==> src/design/prbd_pkg.sv <==
`timescale 1ns / 1ps

package prbd_pkg;

  // Default and fixed limits of the decoder.
  localparam int MAX_ROW_BYTES_DEF = 256;
  localparam int MAX_PLANES        = 8;

  // Configuration register indexes.
  localparam logic [1:0] REG_ROW_BYTES   = 2'd0;
  localparam logic [1:0] REG_PLANE_COUNT = 2'd1;
  localparam logic [1:0] REG_ROW_COUNT   = 2'd2;
  localparam logic [1:0] REG_COMPRESSED  = 2'd3;

  localparam int CFG_DATA_W = 16;

  // Decoder phase, one-hot.
  typedef enum logic [3:0] {
    PH_HEADER  = 4'b0001,
    PH_LITERAL = 4'b0010,
    PH_RUN     = 4'b0100,
    PH_SKIP    = 4'b1000
  } phase_t;

  // Configuration register contents.
  typedef struct packed {
    logic [8:0]  row_bytes;
    logic [3:0]  plane_count;
    logic [15:0] row_count;
    logic        compressed;
  } cfg_t;

  // One write command.
  typedef struct packed {
    logic [7:0]  value;
    logic [7:0]  repeat_res;
    logic [2:0]  plane;
    logic [15:0] row;
    logic [7:0]  offset;
    logic        row_done;
    logic        image_done;
    logic        overrun;
  } res_t;

endpackage

==> src/design/prbd_cfg_regs.sv <==
`timescale 1ns / 1ps

module prbd_cfg_regs (
  input  logic                              clk,
  input  logic                              rst,
  input  logic                              cfg_en,
  input  logic [1:0]                        cfg_addr,
  input  logic [prbd_pkg::CFG_DATA_W-1:0]   cfg_data,
  output prbd_pkg::cfg_t                    cfg
);
  import prbd_pkg::*;

  // Register file, written one register per transaction.
  always_ff @(posedge clk) begin
    if (rst) begin
      cfg.row_bytes   <= 9'd2;
      cfg.plane_count <= 4'd8;
      cfg.row_count   <= 16'd1;
      cfg.compressed  <= 1'b1;
    end else if (cfg_en) begin
      case (cfg_addr)
        REG_ROW_BYTES:   cfg.row_bytes   <= cfg_data[8:0];
        REG_PLANE_COUNT: cfg.plane_count <= cfg_data[3:0];
        REG_ROW_COUNT:   cfg.row_count   <= cfg_data[15:0];
        REG_COMPRESSED:  cfg.compressed  <= cfg_data[0];
        default: begin
        end
      endcase
    end
  end

endmodule

==> src/design/prbd_in_reg.sv <==
`timescale 1ns / 1ps

module prbd_in_reg (
  input  logic       clk,
  input  logic       rst,
  input  logic       in_valid,
  output logic       in_stall,
  input  logic [7:0] body_byte,
  input  logic       fire,
  output logic       held_valid,
  output logic [7:0] held_byte
);

  // The held byte stalls the sender only when the decoder cannot take it.
  assign in_stall = held_valid & ~fire;

  always_ff @(posedge clk) begin
    if (rst) begin
      held_valid <= 1'b0;
    end else if (in_valid && !in_stall) begin
      held_valid <= 1'b1;
    end else if (fire) begin
      held_valid <= 1'b0;
    end
  end

  always_ff @(posedge clk) begin
    if (in_valid && !in_stall) begin
      held_byte <= body_byte;
    end
  end

endmodule

==> src/design/prbd_core.sv <==
`timescale 1ns / 1ps

module prbd_core #(
  parameter int MAX_ROW_BYTES = prbd_pkg::MAX_ROW_BYTES_DEF
) (
  input  logic           clk,
  input  logic           rst,
  input  logic           fire,
  input  logic [7:0]     byte_in,
  input  prbd_pkg::cfg_t cfg,
  output logic           res_valid,
  output prbd_pkg::res_t res
);
  import prbd_pkg::*;

  localparam int PW  = $clog2(MAX_ROW_BYTES);
  localparam int RBW = $clog2(MAX_ROW_BYTES + 1);
  localparam int CW  = (RBW > 9) ? RBW : 9;
  localparam int SW  = CW + 1;

  phase_t        phase, phase_next;
  logic [7:0]    literal_left, literal_left_next;
  logic [7:0]    run_length, run_length_next;
  logic [PW-1:0] byte_position;
  logic [2:0]    plane_index;
  logic [15:0]   row_index;
  logic          finished;

  logic [CW-1:0] rb_raw, rb_eff, pos_ext, room;
  logic [3:0]    planes_eff;
  logic [15:0]   rows_eff;
  logic [7:0]    lit_left;
  logic          emit_en, emit_over;
  logic [7:0]    emit_n;
  logic [SW-1:0] new_pos;
  logic          wrap, plane_last, row_last;

  // Effective limits, with out-of-range register values saturated.
  always_comb begin
    rb_raw = CW'(cfg.row_bytes);
    if (rb_raw < CW'(2)) begin
      rb_eff = CW'(2);
    end else if (rb_raw > CW'(MAX_ROW_BYTES)) begin
      rb_eff = CW'(MAX_ROW_BYTES);
    end else begin
      rb_eff = rb_raw;
    end
    if (cfg.plane_count == 4'd0) begin
      planes_eff = 4'd1;
    end else if (cfg.plane_count > 4'(MAX_PLANES)) begin
      planes_eff = 4'(MAX_PLANES);
    end else begin
      planes_eff = cfg.plane_count;
    end
    rows_eff = (cfg.row_count == 16'd0) ? 16'd1 : cfg.row_count;
  end

  // Bytes left in the current plane row, never less than one.
  assign pos_ext = CW'(byte_position);
  assign room    = (pos_ext < rb_eff) ? (rb_eff - pos_ext) : CW'(1);
  assign lit_left = (literal_left == 8'd0) ? 8'd0 : (literal_left - 8'd1);

  // Code interpretation for the byte in the input register.
  always_comb begin
    phase_next        = phase;
    literal_left_next = literal_left;
    run_length_next   = run_length;
    emit_en           = 1'b0;
    emit_n            = 8'd1;
    emit_over         = 1'b0;
    if (!finished) begin
      if (!cfg.compressed) begin
        emit_en = 1'b1;
      end else begin
        case (phase)
          PH_HEADER: begin
            if (byte_in inside {[8'd0:8'd127]}) begin
              literal_left_next = byte_in + 8'd1;
              phase_next        = PH_LITERAL;
            end else if (byte_in != 8'd128) begin
              run_length_next = 8'(9'd257 - {1'b0, byte_in});
              phase_next      = PH_RUN;
            end
          end
          PH_LITERAL: begin
            literal_left_next = lit_left;
            emit_en           = 1'b1;
            if (room == CW'(1) && lit_left != 8'd0) begin
              emit_over  = 1'b1;
              phase_next = PH_SKIP;
            end else if (lit_left == 8'd0) begin
              phase_next = PH_HEADER;
            end
          end
          PH_RUN: begin
            emit_en = 1'b1;
            if (CW'(run_length) > room) begin
              emit_n    = 8'(room);
              emit_over = 1'b1;
            end else begin
              emit_n = run_length;
            end
            if (emit_n == 8'd0) begin
              emit_n = 8'd1;
            end
            run_length_next = 8'd0;
            phase_next      = PH_HEADER;
          end
          PH_SKIP: begin
            if (literal_left > 8'd1) begin
              literal_left_next = literal_left - 8'd1;
            end else begin
              literal_left_next = 8'd0;
              phase_next        = PH_HEADER;
            end
          end
          default: begin
            phase_next = PH_HEADER;
          end
        endcase
      end
    end
  end

  // Position advance and end-of-row / end-of-image detection.
  assign new_pos    = SW'(pos_ext) + SW'(emit_n);
  assign wrap       = new_pos >= SW'(rb_eff);
  assign plane_last = ({1'b0, plane_index} + 4'd1) >= planes_eff;
  assign row_last   = ({1'b0, row_index} + 17'd1) >= {1'b0, rows_eff};

  // Write command for the output register.
  assign res_valid      = fire & emit_en;
  assign res.value      = byte_in;
  assign res.repeat_res = emit_n;
  assign res.plane      = plane_index;
  assign res.row        = row_index;
  assign res.offset     = 8'(byte_position);
  assign res.row_done   = wrap & plane_last;
  assign res.image_done = wrap & plane_last & row_last;
  assign res.overrun    = emit_over;

  // Decoder state.
  always_ff @(posedge clk) begin
    if (rst) begin
      phase         <= PH_HEADER;
      literal_left  <= 8'd0;
      run_length    <= 8'd0;
      byte_position <= '0;
      plane_index   <= 3'd0;
      row_index     <= 16'd0;
      finished      <= 1'b0;
    end else if (fire) begin
      phase        <= phase_next;
      literal_left <= literal_left_next;
      run_length   <= run_length_next;
      if (emit_en) begin
        if (wrap) begin
          byte_position <= '0;
          if (plane_last) begin
            plane_index <= 3'd0;
            if (row_last) begin
              finished <= 1'b1;
            end else begin
              row_index <= row_index + 16'd1;
            end
          end else begin
            plane_index <= plane_index + 3'd1;
          end
        end else begin
          byte_position <= PW'(new_pos);
        end
      end
    end
  end

endmodule

==> src/design/prbd_out_reg.sv <==
`timescale 1ns / 1ps

module prbd_out_reg (
  input  logic           clk,
  input  logic           rst,
  input  logic           fire,
  input  logic           res_valid,
  input  prbd_pkg::res_t res,
  output logic           out_valid,
  input  logic           out_stall,
  output prbd_pkg::res_t held
);

  // Valid follows the decoder when it steps, and drops when a transaction completes.
  always_ff @(posedge clk) begin
    if (rst) begin
      out_valid <= 1'b0;
    end else if (fire) begin
      out_valid <= res_valid;
    end else if (out_valid && !out_stall) begin
      out_valid <= 1'b0;
    end
  end

  always_ff @(posedge clk) begin
    if (res_valid) begin
      held <= res;
    end
  end

endmodule

==> src/design/planar_row_packbits_decoder_unit.sv <==
`timescale 1ns / 1ps

// Planar row PackBits decoder.
// Input channel: in_valid / in_stall carry one body byte per transaction.
// Output channel: out_valid / out_stall carry one write command
// (value, repeat_res, plane, row, offset, flags); a byte yields zero or one.
// Configuration: cfg_en writes cfg_data into register cfg_addr
// (row_bytes, plane_count, row_count, compressed); the user must write only while idle (not enforced).
// Path: a byte accepted into the input register is decoded when the decoder steps,
// and its command is loaded into the output register at that step.
// Throughput: one byte per cycle while the output is not stalled; the decoder
// state is updated in the single stage between the input and output registers.
// Stall: while the output command waits, the byte in the input register is
// held and in_stall goes high; a new byte is taken again as soon as the
// output register is emptied or being emptied in the same cycle.
// Reset: synchronous; clears both registers' valid flags, the decoder state
// (expect header, position, plane and row zero) and loads the register
// defaults. After the final row's last write, further bytes are consumed
// with no command until the next reset.
module planar_row_packbits_decoder_unit #(
  parameter int MAX_ROW_BYTES = prbd_pkg::MAX_ROW_BYTES_DEF
) (
  input  logic                            clk,
  input  logic                            rst,
  input  logic                            cfg_en,
  input  logic [1:0]                      cfg_addr,
  input  logic [prbd_pkg::CFG_DATA_W-1:0] cfg_data,
  input  logic                            in_valid,
  output logic                            in_stall,
  input  logic [7:0]                      body_byte,
  output logic                            out_valid,
  input  logic                            out_stall,
  output logic [7:0]                      value,
  output logic [7:0]                      repeat_res,
  output logic [2:0]                      plane,
  output logic [15:0]                     row,
  output logic [7:0]                      offset,
  output logic                            row_done,
  output logic                            image_done,
  output logic                            overrun
);
  import prbd_pkg::*;

  cfg_t       cfg;
  res_t       res, held;
  logic       held_valid, fire, res_valid;
  logic [7:0] held_byte;

  // The decoder steps when a byte is held and the output register can take a result.
  assign fire = held_valid & (~out_valid | ~out_stall);

  prbd_cfg_regs u_cfg (
    .clk      (clk),
    .rst      (rst),
    .cfg_en   (cfg_en),
    .cfg_addr (cfg_addr),
    .cfg_data (cfg_data),
    .cfg      (cfg)
  );

  prbd_in_reg u_in (
    .clk        (clk),
    .rst        (rst),
    .in_valid   (in_valid),
    .in_stall   (in_stall),
    .body_byte  (body_byte),
    .fire       (fire),
    .held_valid (held_valid),
    .held_byte  (held_byte)
  );

  prbd_core #(
    .MAX_ROW_BYTES (MAX_ROW_BYTES)
  ) u_core (
    .clk       (clk),
    .rst       (rst),
    .fire      (fire),
    .byte_in   (held_byte),
    .cfg       (cfg),
    .res_valid (res_valid),
    .res       (res)
  );

  prbd_out_reg u_out (
    .clk       (clk),
    .rst       (rst),
    .fire      (fire),
    .res_valid (res_valid),
    .res       (res),
    .out_valid (out_valid),
    .out_stall (out_stall),
    .held      (held)
  );

  assign value      = held.value;
  assign repeat_res = held.repeat_res;
  assign plane      = held.plane;
  assign row        = held.row;
  assign offset     = held.offset;
  assign row_done   = held.row_done;
  assign image_done = held.image_done;
  assign overrun    = held.overrun;

endmodule

==> config.mk <==
export PLATFORM = sky130hd
export DESIGN_NAME = planar_row_packbits_decoder_unit
export DESIGN_NICKNAME = d
export VERILOG_FILES = /design/src/design/prbd_pkg.sv /design/src/design/prbd_cfg_regs.sv /design/src/design/prbd_in_reg.sv /design/src/design/prbd_core.sv /design/src/design/prbd_out_reg.sv /design/src/design/planar_row_packbits_decoder_unit.sv
export SDC_FILE = /design/constraint.sdc
export NUM_CORES = 1
export LEC_CHECK = 0
export BUFFER_PORTS_ARGS = -buffer_cell sky130_fd_sc_hd__buf_4
export CORE_MARGIN = 1.5
export CORE_UTILIZATION = 64
export DETAILED_ROUTE_END_ITERATION = 7
export PLACE_DENSITY = 0.95
export SYNTH_ARGS = -nofsm -noshare
export SYNTH_HDL_FRONTEND = slang
export SYNTH_HIERARCHICAL = 1
export SYNTH_SLANG_ARGS = --single-unit
==> constraint.sdc <==
create_clock -name clk -period 13.25 [get_ports clk]
set_clock_uncertainty 0.15 [all_clocks]
set_input_delay 1.325 -clock clk [delete_from_list [all_inputs] [get_ports clk]]
set_output_delay 1.325 -clock clk [all_outputs]
set_load 0.01 [all_outputs]
======== Yosys cells after proc, flatten, opt, wreduce, memory -nomap -nowiden ========
Index checks and enable logic that the tools add are counted.
storage, ports and cells
  register bits ........................... 134
  word-level logic and storage cells ...... 138
cells by class
  $add $sub $neg .......................... 9
  magnitude comparators ................... 11
  equality and inequality tests ........... 15
  multiplexer cells ....................... 39
  bitwise operators ....................... 12
  reduce and logical (&&, ||, !) cells .... 30
operator list
  operator                                                               number
  8-bit 2-to-1 mux                                                       14
  4-bit 2-to-1 mux                                                       7
  9-bit 2-to-1 mux                                                       3
  8-bit zero test                                                        3
  8-bit case mux with 3 select lines                                     1
  16-bit by 1-bit adder with 17-bit output, second input constant        1
  17-bit by 16-bit greater-or-equal comparator with 1-bit output         1
  16-bit by 1-bit adder with 16-bit output, second input constant        1
  16-bit zero test                                                       1
  16-bit 2-to-1 mux                                                      1
  8-bit case mux with 2 select lines                                     1
  5-bit AND reduction                                                    3
  4-bit case mux with 3 select lines                                     1
  6-bit AND reduction                                                    2
  10-bit by 9-bit greater-or-equal comparator with 1-bit output          1
  2-bit AND reduction                                                    5
  8-bit by 8-bit adder with 9-bit output                                 1
  9-bit by 1-bit equality test with 1-bit output, second input constant  1
  8-bit by 9-bit > comparator with 1-bit output                          1
  9-bit > comparator, second input constant                              1
  8-bit by 9-bit < comparator with 1-bit output                          1
  9-bit by 2-bit < comparator with 1-bit output, second input constant   1
  1-bit 2-to-1 mux                                                       9
  9-bit by 8-bit subtractor with 9-bit output                            1
  other kinds (34)                                                       54

======== Logic depth before layout (Yosys ltp) ========
Gate-level depths: netlist of the first run.
  word-level depth ........................ 19
  gate-level depth with buffers ........... 37
  depth with buffers taken out ............ 36

======== Cells and area by module ========
The synthesis of the first run kept the hierarchy.
by module, submodules not included
  module                            instances  cells an instance  area an instance (um^2)  sequential area each (um^2)
  prbd_core                         1          659                4882.2                   960.9
  prbd_out_reg                      1          50                 1417.6                   1401.3
  prbd_cfg_regs                     1          122                1288.7                   600.6
  prbd_in_reg                       1          12                 290.3                    260.2
  planar_row_packbits_decoder_unit  1          1                  11.3                     0.0

======== Worst setup path before layout of the first run ========
Ideal clock, no wire load.
  path kind ............................... register -> register
  start ................................... register u_cfg/cfg[26] (netlist name)
  end ..................................... register u_core.row_index[14]
  setup time .............................. 0.123 ns
  arrival time ............................ 7.170 ns
  setup slack ............................. 5.807 ns
  stages on the path, launching flop included .. 37
  path buffers ............................ 1
  period minus slack after synthesis ...... 7.443 ns
  cell sequence ........................... dfxtp_1 > nor4_1 > nand3_1 > o21ai_0 > nand2_1 > inv_1 > ha_1 > nand4b_1 > nor3_1 > a31o_2 > nor2_1 > clkbuf_1 > nand2_1 > ha_1 > a21o_1 > a22oi_1 > a31oi_1 > o21ai_0 > a21oi_1 > o32a_1 > or3_1 > ha_1 > fa_1 > a21o_1 > a21oi_1 > o21ai_0 > nor2b_1 > o21ai_0 > nand2b_1 > ha_1 > o21a_1 > nor2_1 > a21oi_1 > nand2_1 > nor4_4 > nor2b_1 > mux2_1
RTL lines
  item                  RTL line          text
  end signal, assigned  prbd_core.sv:164  row_index <= row_index + 16'd1;
  end, declared         prbd_core.sv:26   logic [15:0] row_index;

==> impl_metrics.sql, run 1 <==
INSERT INTO impl_metrics (metric_group, metric, value, unit) VALUES
('setup_path', 'timing.critical_path.to_type', 'flop', ''),
('timing', 'finalHoldViolations', '0', ''),
('clock_tree', 'ctsHoldBuffers', '0', ''),
('detailed_routing', 'route.vias.total', '6516', ''),
('outcome', 'run_status', 'completed', ''),
('detailed_routing', 'drt-wirelength-per-cell', '16.9', 'um'),
('clock_tree', 'cts.repair_timing.setup_buffer_count', '0', ''),
('clock_tree', 'clock_tree_from_tritoncts', 'built', ''),
('synthesis', 'primary_ff_master_synth', 'sky130_fd_sc_hd__dfxtp_1', ''),
('final_layout', 'final_layout_size_suffix_gt1_share', '13.8', '%'),
('clock_tree', 'clock_insertion_delay_worst_skew', '0.42', 'ns'),
('setup_path', 'cpPeakStageDelay', '0.53', 'ns'),
('global_route', 'met1_usage', '36.8', '%'),
('detailed_routing', 'first_iter_violations', '555', ''),
('synthesis', 'yosys_reg_bits', '134', ''),
('timing', 'worst_slew_margin_rel', '21.6', '%'),
('setup_path', 'slowest_stage', 'sky130_fd_sc_hd__a2111oi_0', ''),
('setup_path', 'timing.rr.start', 'u_cfg/cfg[26]', ''),
('synthesis', 'synth_top_area_share', '20.6', '%'),
('die', 'fp.dieW', '114', 'um'),
('synthesis', 'synthMostInstantiatedCell', 'sky130_fd_sc_hd__dfxtp_1', ''),
('synthesis', 'synth_nets', '938', ''),
('detailed_routing', 'vias_per_cell', '6.12', ''),
('setup_path', 'critPathLaunchType', 'flop', ''),
('global_route', 'gr-usage-all-layers', '29.4', '%'),
('setup_path', 'rrSetupSlack', '4.46', 'ns'),
('global_route', 'grt_util_met2', '49.1', '%'),
('final_layout', 'finish.utilization', '75.3', '%'),
('setup_path', 'worstSetupPathType', 'reg2reg', ''),
('worst_hold_path', 'hold_path_class', 'reg2reg', ''),
('synthesis', 'ys_warn_count', '6', ''),
('timing', 'timing_worst_slew_pin_value', '1.15', 'ns'),
('timing', 'timing.fmax', '0.114', 'GHz'),
('clock_tree', 'post_cts_resize_count', '0', ''),
('synthesis', 'async_flop_share', '0', '%'),
('power', 'power_leakage', '3.73', 'nW'),
('final_layout', 'layout.filler_cells', '836', ''),
('die', 'pin_count', '79', ''),
('setup_path', 'cp.buffers_inverters', '2', ''),
('final_layout', 'numnets_final', '998', ''),
('timing', 'fin_setup_tns', '0', 'ns'),
('setup_path', 'critical-path-top-delay-family', 'compound AO/OA/AOI/OAI gates', ''),
('synthesis', 'synth.distinct_cells', '66', ''),
('clock_tree', 'worst_setup_hold_path_clk_slew', '0.06', 'ns'),
('placed_design', 'portBuffers', '78', ''),
('global_route', 'remaining_overflow_grt', '0', ''),
('worst_hold_path', 'min_delay_endpoint', 'u_out/held[26]', ''),
('timing', 'final_min_period_over_clock_period', '66.3', '%'),
('placed_design', 'detailed_place.area', '8460', 'um2'),
('power', 'power_density', '116', 'nW/um2'),
('clock_tree', 'clock-sinks', '134', ''),
('clock_tree', 'cts.path.max_buffers', '2', ''),
('timing', 'rsz_0062_raised_after_global_routing', 'no', ''),
('global_route', 'global_route.peak_usage_layer', 'met2', ''),
('timing', 'finalWorstPathRequiredPeriod', '8.79', 'ns'),
('setup_path', 'cp.arrival', '8.93', 'ns'),
('synthesis', 'synth_edf_count', '54', ''),
('timing', 'setup_slack', '4.46', 'ns'),
('final_layout', 'finalInstanceArea', '9050', 'um2'),
('synthesis', 'netlist_area', '7890', 'um2'),
('clock_tree', 'cts.root.buffer_cell', 'sky130_fd_sc_hd__clkbuf_16', ''),
('placed_design', 'place_congestion', '0.901', ''),
('die', 'std_cell_rows', '40', ''),
('synthesis', 'yosys-top-cells-count', 'sky130_fd_sc_hd__dfxtp_1, sky130_fd_sc_hd__nor2_1, sky130_fd_sc_hd__ha_1', ''),
('synthesis', 'library_cell_with_the_largest_summed_area_after_synthesis', 'sky130_fd_sc_hd__edfxtp_1', ''),
('setup_path', 'crit_fanout', '26', ''),
('timing', 'count_of_final_max_slew_check_failures', '0', ''),
('global_route', 'antenna_found_initial', '0', ''),
('clock_tree', 'cts_max_level', '4', ''),
('synthesis', 'synth-seq-area-share', '40.8', '%'),
('detailed_routing', 'dr.pass1.iters', '5', '');
-- layout make-up --
cell class                      count  area [um2]  area share (%)
Inverter                           63         236            2.61
Tap cell                          147         184            2.03
Sequential cell                   134        3220            35.6
Timing Repair Buffer               79         593            6.55
Clock buffer                       20         468            5.17
Clock inverter                     12         124            1.37
Multi-Input combinational cell    609        4220            46.6
-- worst max-delay path by stage --
stage	start	endpoint	slack, ns	depth (start not counted)
after floorplan	u_cfg/cfg[26]	u_core/row_index[14]	5.81	36
after global placement	u_cfg/cfg[26]	u_core/row_index[11]	5.02	34
after detailed placement	u_cfg/cfg[26]	u_core/row_index[14]	4.67	34
after CTS	u_cfg/cfg[26]	u_core/row_index[14]	4.64	34
after global routing	u_cfg/cfg[26]	u_core/row_index[14]	3.55	34
final	u_cfg/cfg[26]	u_core/row_index[14]	4.46	34
-- routing by layer --
metal / wire (um) / up-vias
li1: - / 3129
met1: 7740 / 3059
met2: 8720 / 277
met3: 967 / 51
met4: 554 / 0
met5: 0 / -
-- flip-flops by register name, summed over array words and instances, names as in the netlist --
register / count
u_in/held_byte: 8
u_core/row_index: 16
u_out/out_valid: 1
u_core/run_length: 8
u_core/plane_index: 3
u_core/phase: 4
u_core/finished: 1
u_in/held_valid: 1
u_core/literal_left: 8
u_cfg/cfg: 30
u_out/held: 46
u_core/byte_position: 8
-- report_power, final --
group	internal [mW]	switching (mW)	leakage, nW
combinational	0.0555	0.0765	2.31
clock	0.292	0.172	0.293
sequential	0.439	0.0118	1.13
total	0.787	0.260	3.73
-- cells in the final DEF (no fill, tap or decap), types with 12 or more instances in the layout --
cell type	n
sky130_fd_sc_hd__nor3_1	12
sky130_fd_sc_hd__nor2_1	67
sky130_fd_sc_hd__ha_1	61
sky130_fd_sc_hd__clkbuf_16	18
sky130_fd_sc_hd__nand2b_1	51
sky130_fd_sc_hd__o21ai_0	29
sky130_fd_sc_hd__xnor2_1	27
sky130_fd_sc_hd__nand2_1	54
sky130_fd_sc_hd__dfxtp_1	80
sky130_fd_sc_hd__nand3_1	36
sky130_fd_sc_hd__a21oi_1	56
sky130_fd_sc_hd__edfxtp_1	54
sky130_fd_sc_hd__nor4_1	14
sky130_fd_sc_hd__inv_1	60
sky130_fd_sc_hd__nor2b_1	15
sky130_fd_sc_hd__a21o_1	22
sky130_fd_sc_hd__buf_4	79
sky130_fd_sc_hd__mux2i_1	32
-- cell families after synthesis --
| kind of cell | synth area share [%] |
|---|---|
| flip-flops | 40.9 |
| AO/OA/AOI/OAI | 13.8 |
| multiplexers | 4.92 |
| AND/OR/NAND/NOR | 20.4 |
| XOR/XNOR | 4.22 |
| buffers and inverters | 5.66 |
| adder cells (fa/ha/maj) | 10.2 |
-- worst register-to-register path, delay by kind of cell (launching register included) --
family / cells / cell delay, ns
AOI/OAI and AO/OA: 14 / 3.32
muxes: 1 / 0.32
DFF: 1 / 0.33
adders and majority gates: 5 / 1.53
and+or+nand+nor: 12 / 2.71
buffers and inverters: 2 / 0.31
(Power assumes the default switching activity.)
==> run 2: changes to the inputs <==
Settings changed: CORE_UTILIZATION 64 to 54, PLACE_DENSITY 0.95 to 0.87.
Clock period 13.25 ns to 7.1 ns, I/O delays scaled along.
==> impl_metrics.sql, run 2 (same netlist as run 1, synthesis figures left out) <==
INSERT INTO impl_metrics (metric_group, metric, value, unit) VALUES
('outcome', 'run_status', 'finished with violations', ''),
('outcome', 'violations_in_the_final_reports', 'setup timing', ''),
('timing', 'finalHoldViolations', '0', ''),
('final_layout', 'finalInstanceArea', '9580', 'um2'),
('final_layout', 'multi_input_area', '4410', 'um2'),
('clock_tree', 'worst_setup_hold_path_clk_slew', '0.06', 'ns'),
('final_layout', 'layout.filler_cells', '1056', ''),
('final_layout', 'finish.utilization', '67.9', '%'),
('clock_tree', 'clock_insertion_delay_worst_skew', '0.42', 'ns'),
('power', 'power_density', '204', 'nW/um2'),
('final_layout', 'numnets_final', '1040', ''),
('clock_tree', 'cts.root.buffer_cell', 'sky130_fd_sc_hd__clkbuf_16', ''),
('setup_path', 'cp.arrival', '7.43', 'ns'),
('final_layout', 'most-common-layout-cells', 'sky130_fd_sc_hd__buf_4, sky130_fd_sc_hd__dfxtp_1, sky130_fd_sc_hd__nor2_1', ''),
('final_layout', 'seq_area', '3220', 'um2'),
('timing', 'finalWorstPathRequiredPeriod', '7.28', 'ns'),
('detailed_routing', 'drt-wirelength-per-cell', '16.3', 'um'),
('final_layout', 'final_layout_size_suffix_gt1_share', '20.5', '%'),
('power', 'power_leakage', '3.94', 'nW'),
('power', 'power.ir.vdd_worst', '0.143', 'mV'),
('placed_design', 'place_congestion', '0.915', ''),
('timing', 'rsz_0062_raised_after_global_routing', 'yes', ''),
('global_route', 'gr-usage-all-layers', '24.8', '%'),
('final_layout', 'largest_reg_flops', '46', ''),
('timing', 'setup_slack', '-0.177', 'ns'),
('final_layout', 'final_common_cell', 'sky130_fd_sc_hd__buf_4', ''),
('clock_tree', 'numCtsBuffers', '17', ''),
('global_route', 'first_global_vias', '6212', ''),
('global_route', 'remaining_overflow_grt', '0', ''),
('timing', 'timing.fmax', '0.137', 'GHz'),
('global_route', 'antenna_found_initial', '0', ''),
('job', 'cap_violations', '0', ''),
('setup_path', 'critPathLaunchType', 'flop', ''),
('timing', 'count_of_final_max_slew_check_failures', '0', ''),
('die', 'initial_core_util', '56.0', '%'),
('clock_tree', 'clock_tree_from_tritoncts', 'built', ''),
('detailed_routing', 'route.vias.total', '6627', ''),
('placed_design', 'post-dp-hpwl', '12700', 'um'),
('detailed_routing', 'vias_per_cell', '5.82', ''),
('worst_hold_path', 'hold_path_class', 'reg2reg', ''),
('global_route', 'grt_first_pass_wirelength', '29600', 'um'),
('die', 'fp.dieW', '124', 'um'),
('detailed_routing', 'first_iter_violations', '578', ''),
('die', 'pin_count', '79', ''),
('final_layout', 'antenna_cells_inserted', '0', ''),
('detailed_routing', 'dr.pass1.iters', '7', ''),
('timing', 'final_min_period_over_clock_period', '102', '%'),
('final_layout', 'synthToLayoutAreaGrowth', '21.4', '%'),
('detailed_routing', 'postRouteWirelength', '18600', 'um'),
('die', 'floorplan.core_area', '14100', 'um2'),
('setup_path', 'timing.critical_path.mode_cell', 'sky130_fd_sc_hd__a21oi_2', ''),
('final_layout', 'layout_top_registers', 'u_out/held: 46 flops, u_cfg/cfg: 30 flops, u_core/row_index: 16 flops', ''),
('placed_design', 'detailed_place.area', '8740', 'um2'),
('die', 'die-height', '124', 'um'),
('detailed_routing', 'drc', '0', ''),
('timing', 'timing.final.setup_violations', '15', ''),
('clock_tree', 'clock-sinks', '134', ''),
('clock_tree', 'cts_max_level', '4', ''),
('die', 'fp.dieArea', '15300', 'um2'),
('setup_path', 'critical_path_required', '7.25', 'ns'),
('clock_tree', 'ctsHoldBuffers', '0', ''),
('clock_tree', 'cts.path.max_buffers', '2', ''),
('timing', 'timing_worst_slew_pin_value', '1.15', 'ns'),
('final_layout', 'largest-register', 'u_out/held', ''),
('global_route', 'grt_start_max_net_pins', '105', ''),
('detailed_routing', 'ant_nets', '0', ''),
('die', 'std_cell_rows', '43', ''),
('setup_path', 'slowest_stage', 'sky130_fd_sc_hd__fa_1', ''),
('setup_path', 'cpPeakStageDelay', '0.40', 'ns'),
('placed_design', 'portBuffers', '78', ''),
('timing', 'worst_slew_margin_rel', '23.1', '%'),
('setup_path', 'timing.critical_path.to_type', 'flop', ''),
('setup_path', 'worstSetupPathType', 'reg2reg', ''),
('setup_path', 'crit_fanout', '6', ''),
('timing', 'timing.hold.ws', '0.298', 'ns');
-- run 2: changes by cell type in the layout (fill, tap and decap cells not counted), sizes merged --
cell	before	now
clkinvlp	1	0
clkbuf	20	28
bufinv	2	1
clkinv	8	5
inv	64	62
buf	79	120
-- run 2: report_power, final --
group,switching (mW),internal (mW)
Sequential,0.0219,0.820
Clock,0.306,0.509
Combinational,0.162,0.139
-- run 2: final timing paths --
check	start	end	slack, ns	cells past startpoint
setup reg to reg	u_cfg/cfg[23]	u_core/row_index[11]	-0.18	35
setup / recovery	u_cfg/cfg[23]	u_core/row_index[11]	-0.18	35
hold reg to reg	u_core/row_index[15]	u_out/held[26]	0.30	0
hold / removal	u_core/row_index[15]	u_out/held[26]	0.30	0
-- run 2: worst max-delay path, delay by kind of cell, from the launching register on --
kind / cells / cell delay (ns)
XOR/XNOR: 1 / 0.25
AND/OR/NAND/NOR: 10 / 1.64
AO/OA/AOI/OAI: 15 / 2.59
buffers and inverters: 3 / 0.39
adder cells (fa/ha/maj): 5 / 1.47
multiplexers: 1 / 0.31
flip-flops: 1 / 0.34
-- run 2: area by class of cell --
class / count / area share (%)
well taps: 180 / 2.35
flip-flops and latches: 134 / 33.7
multi-input cells: 609 / 46.0
repair buffers: 121 / 9.84
clock inverters: 5 / 0.509
inverters: 63 / 2.47
clock buffers: 27 / 5.16
-- run 2: repair_timing --
item,CTS,global route
pin swaps,2,14
cloned,0,1
setup buffers,0,13
endpoints found under the setup margin,23,30
resized for setup,4,39
-- run 2: metal layers --
metal	vias up	share of wire (%)	track usage, %
li1	3205	-	-
met1	3146	44	32.3
met2	233	48	40.4
met3	43	5.9	5.49
met4	0	2.5	9.27
met5	-	0	0
-- run 2: per-stage QoR --
step           cells  power (mW)  TNS, ns  setup WS [ns]
2_1_floorplan    844        1.03        0         0.0173
3_3_place_gp    1094        1.11  -0.0299        -0.0114
3_5_place_dp    1094        1.12    -2.81         -0.214
4_1_cts         1126        1.93        0        0.00938
5_1_grt         1139        2.04    -7.69         -0.468
6_report        1139        1.96    -1.98         -0.177
==> run 3: changes to the inputs <==
Settings changed: CELL_PAD_IN_SITES_DETAIL_PLACEMENT from default to 1, CELL_PAD_IN_SITES_GLOBAL_PLACEMENT from default to 2, CORE_UTILIZATION 54 to 34.
==> impl_metrics.sql, run 3 (same netlist as run 1, synthesis figures left out) <==
INSERT INTO impl_metrics (metric_group, metric, value, unit) VALUES
('setup_path', 'critical_path_required', '7.27', 'ns'),
('setup_path', 'critPathLaunchType', 'flop', ''),
('clock_tree', 'cts_max_level', '4', ''),
('final_layout', 'layout_top_registers', 'u_out/held: 46 flops, u_cfg/cfg: 30 flops, u_core/row_index: 16 flops', ''),
('timing', 'finalWorstPathRequiredPeriod', '7.17', 'ns'),
('final_layout', 'finalInstanceArea', '10300', 'um2'),
('power', 'power_leakage', '4.19', 'nW'),
('timing', 'timing.hold.ws', '0.304', 'ns'),
('placed_design', 'place_congestion', '0.881', ''),
('final_layout', 'largest-register', 'u_out/held', ''),
('placed_design', 'portBuffers', '78', ''),
('final_layout', 'antenna_cells_inserted', '0', ''),
('outcome', 'violations_in_the_final_reports', 'setup timing', ''),
('setup_path', 'critical-path-top-delay-family', 'simple AND/OR/NAND/NOR gates', ''),
('placed_design', 'detailed_place.area', '9130', 'um2'),
('global_route', 'remaining_overflow_grt', '0', ''),
('placed_design', 'preCtsSetupSlack', '-0.428', 'ns'),
('global_route', 'gr-usage-all-layers', '18.9', '%'),
('die', 'fp.dieArea', '24100', 'um2'),
('timing', 'count_of_final_max_slew_check_failures', '0', ''),
('detailed_routing', 'm1WireLength', '10600', 'um'),
('detailed_routing', 'first_iter_violations', '365', ''),
('timing', 'final_min_period_over_clock_period', '101', '%'),
('detailed_routing', 'met3WireLength', '575', 'um'),
('setup_path', 'crit_fanout', '8', ''),
('power', 'power_density', '203', 'nW/um2'),
('clock_tree', 'clock-sinks', '134', ''),
('final_layout', 'most-common-layout-cells', 'sky130_fd_sc_hd__buf_4, sky130_fd_sc_hd__dfxtp_1, sky130_fd_sc_hd__nor2_1', ''),
('outcome', 'run_status', 'finished with violations', ''),
('power', 'power.ir.vdd_worst', '0.148', 'mV'),
('worst_hold_path', 'hold_path_class', 'in2reg', ''),
('job', 'cap_violations', '0', ''),
('worst_hold_path', 'timing.hold.worst.start', 'body_byte[4]', ''),
('final_layout', 'final_cells', '1282', ''),
('final_layout', 'final_common_cell', 'sky130_fd_sc_hd__buf_4', ''),
('detailed_routing', 'route.vias.total', '6722', ''),
('die', 'std_cell_rows', '55', ''),
('setup_path', 'cp.buffers_inverters', '5', ''),
('detailed_routing', 'vias_per_cell', '5.24', ''),
('timing', 'rsz_0062_raised_after_global_routing', 'yes', ''),
('setup_path', 'timing.critical_path.to_type', 'flop', ''),
('die', 'die-height', '155', 'um'),
('detailed_routing', 'drc', '0', ''),
('global_route', 'grt_first_pass_wirelength', '35700', 'um'),
('setup_path', 'timing.rr.start', 'u_cfg/cfg[26]', ''),
('detailed_routing', 'ant_nets', '0', ''),
('detailed_routing', 'drt-wirelength-per-cell', '17.8', 'um'),
('clock_tree', 'worst_setup_hold_path_clk_slew', '0.06', 'ns'),
('timing', 'worst_slew_margin_rel', '28.6', '%'),
('clock_tree', 'clock_insertion_delay_worst_skew', '0.43', 'ns'),
('global_route', 'antenna_found_initial', '0', ''),
('final_layout', 'largest_reg_flops', '46', ''),
('clock_tree', 'numCtsBuffers', '17', ''),
('timing', 'finalHoldViolations', '0', ''),
('die', 'initial_core_util', '34.7', '%'),
('final_layout', 'final_layout_size_suffix_gt1_share', '27.9', '%'),
('setup_path', 'cp.arrival', '7.34', 'ns'),
('final_layout', 'synthToLayoutAreaGrowth', '30.4', '%'),
('detailed_routing', 'dr.pass1.iters', '4', ''),
('die', 'floorplan.core_area', '22700', 'um2'),
('timing', 'timing_worst_slew_pin_value', '1.04', 'ns'),
('timing', 'setup_slack', '-0.0709', 'ns'),
('die', 'pin_count', '79', ''),
('timing', 'timing.fmax', '0.139', 'GHz'),
('final_layout', 'finish.utilization', '45.3', '%'),
('timing', 'fin_setup_tns', '-0.615', 'ns'),
('detailed_routing', 'dr_wl_met2', '11300', 'um'),
('setup_path', 'cpPeakStageDelay', '0.34', 'ns'),
('detailed_routing', 'postRouteWirelength', '22800', 'um'),
('global_route', 'grt_start_max_net_pins', '105', ''),
('clock_tree', 'clock_tree_from_tritoncts', 'built', ''),
('setup_path', 'timing.critical_path.mode_cell', 'sky130_fd_sc_hd__buf_4', ''),
('setup_path', 'worstSetupPathType', 'reg2reg', ''),
('final_layout', 'numnets_final', '1078', ''),
('placed_design', 'post-dp-hpwl', '15300', 'um'),
('detailed_routing', 'top_layer', 'met4', ''),
('clock_tree', 'cts.path.max_buffers', '2', ''),
('power', 'report.power.total', '2.09', 'mW'),
('clock_tree', 'cts.root.buffer_cell', 'sky130_fd_sc_hd__clkbuf_16', ''),
('timing', 'timing.final.setup_violations', '16', ''),
('global_route', 'first_global_vias', '6797', ''),
('setup_path', 'critPathLaunch', 'u_cfg/cfg[26]', ''),
('setup_path', 'slowest_stage', 'sky130_fd_sc_hd__dfxtp_2', ''),
('placed_design', 'numPlacedInstances', '1235', ''),
('die', 'fp.dieW', '155', 'um');
==> run 3: worst register-to-register path: cells and delay by family (launching register included) <==
family,cells,cell delay [ns]
fa+ha+maj,5,1.24
flops,1,0.34
compound gates,12,1.91
buf+inv,5,0.77
xor+xnor,2,0.31
simple gates,13,2.06
mux,1,0.30
==> run 3: repair_timing <==
action,CTS,global route
endpoints found under the setup margin,30,30
hold buffers,0,0
pin swaps,15,58
resized for setup,28,71
buffers inserted,7,12
==> run 3: where the power goes <==
group / leakage, nW / internal (mW) / switching [mW] / total, mW
sequential: 1.12 / 0.819 / 0.0222 / 0.842
combinational: 2.78 / 0.164 / 0.184 / 0.348
clock: 0.292 / 0.544 / 0.356 / 0.900
==> run 3: path summary, 6_finish.rpt <==
path,to,slack (ns),depth (start not counted)
min,u_in/held_byte[4],0.30,1
max reg2reg,u_core/row_index[11],-0.07,38
max,u_core/row_index[11],-0.07,38
min reg2reg,u_cfg/cfg[17],0.33,2
==> run 3: cell type report <==
type	count	area, um2
Clock inverter	10	91.3
Tap cell	285	357
Timing Repair Buffer	159	1210
Multi-Input combinational cell	609	4660
Clock buffer	22	508
Sequential cell	134	3220
Inverter	63	240
Fill cell	2594	12400
==> run 3: per-layer routing <==
layer	up-vias	global-route usage, %
li1	3292	-
met1	3309	24.7
met2	95	31.7
met3	26	3.51
met4	0	5.53
met5	-	0
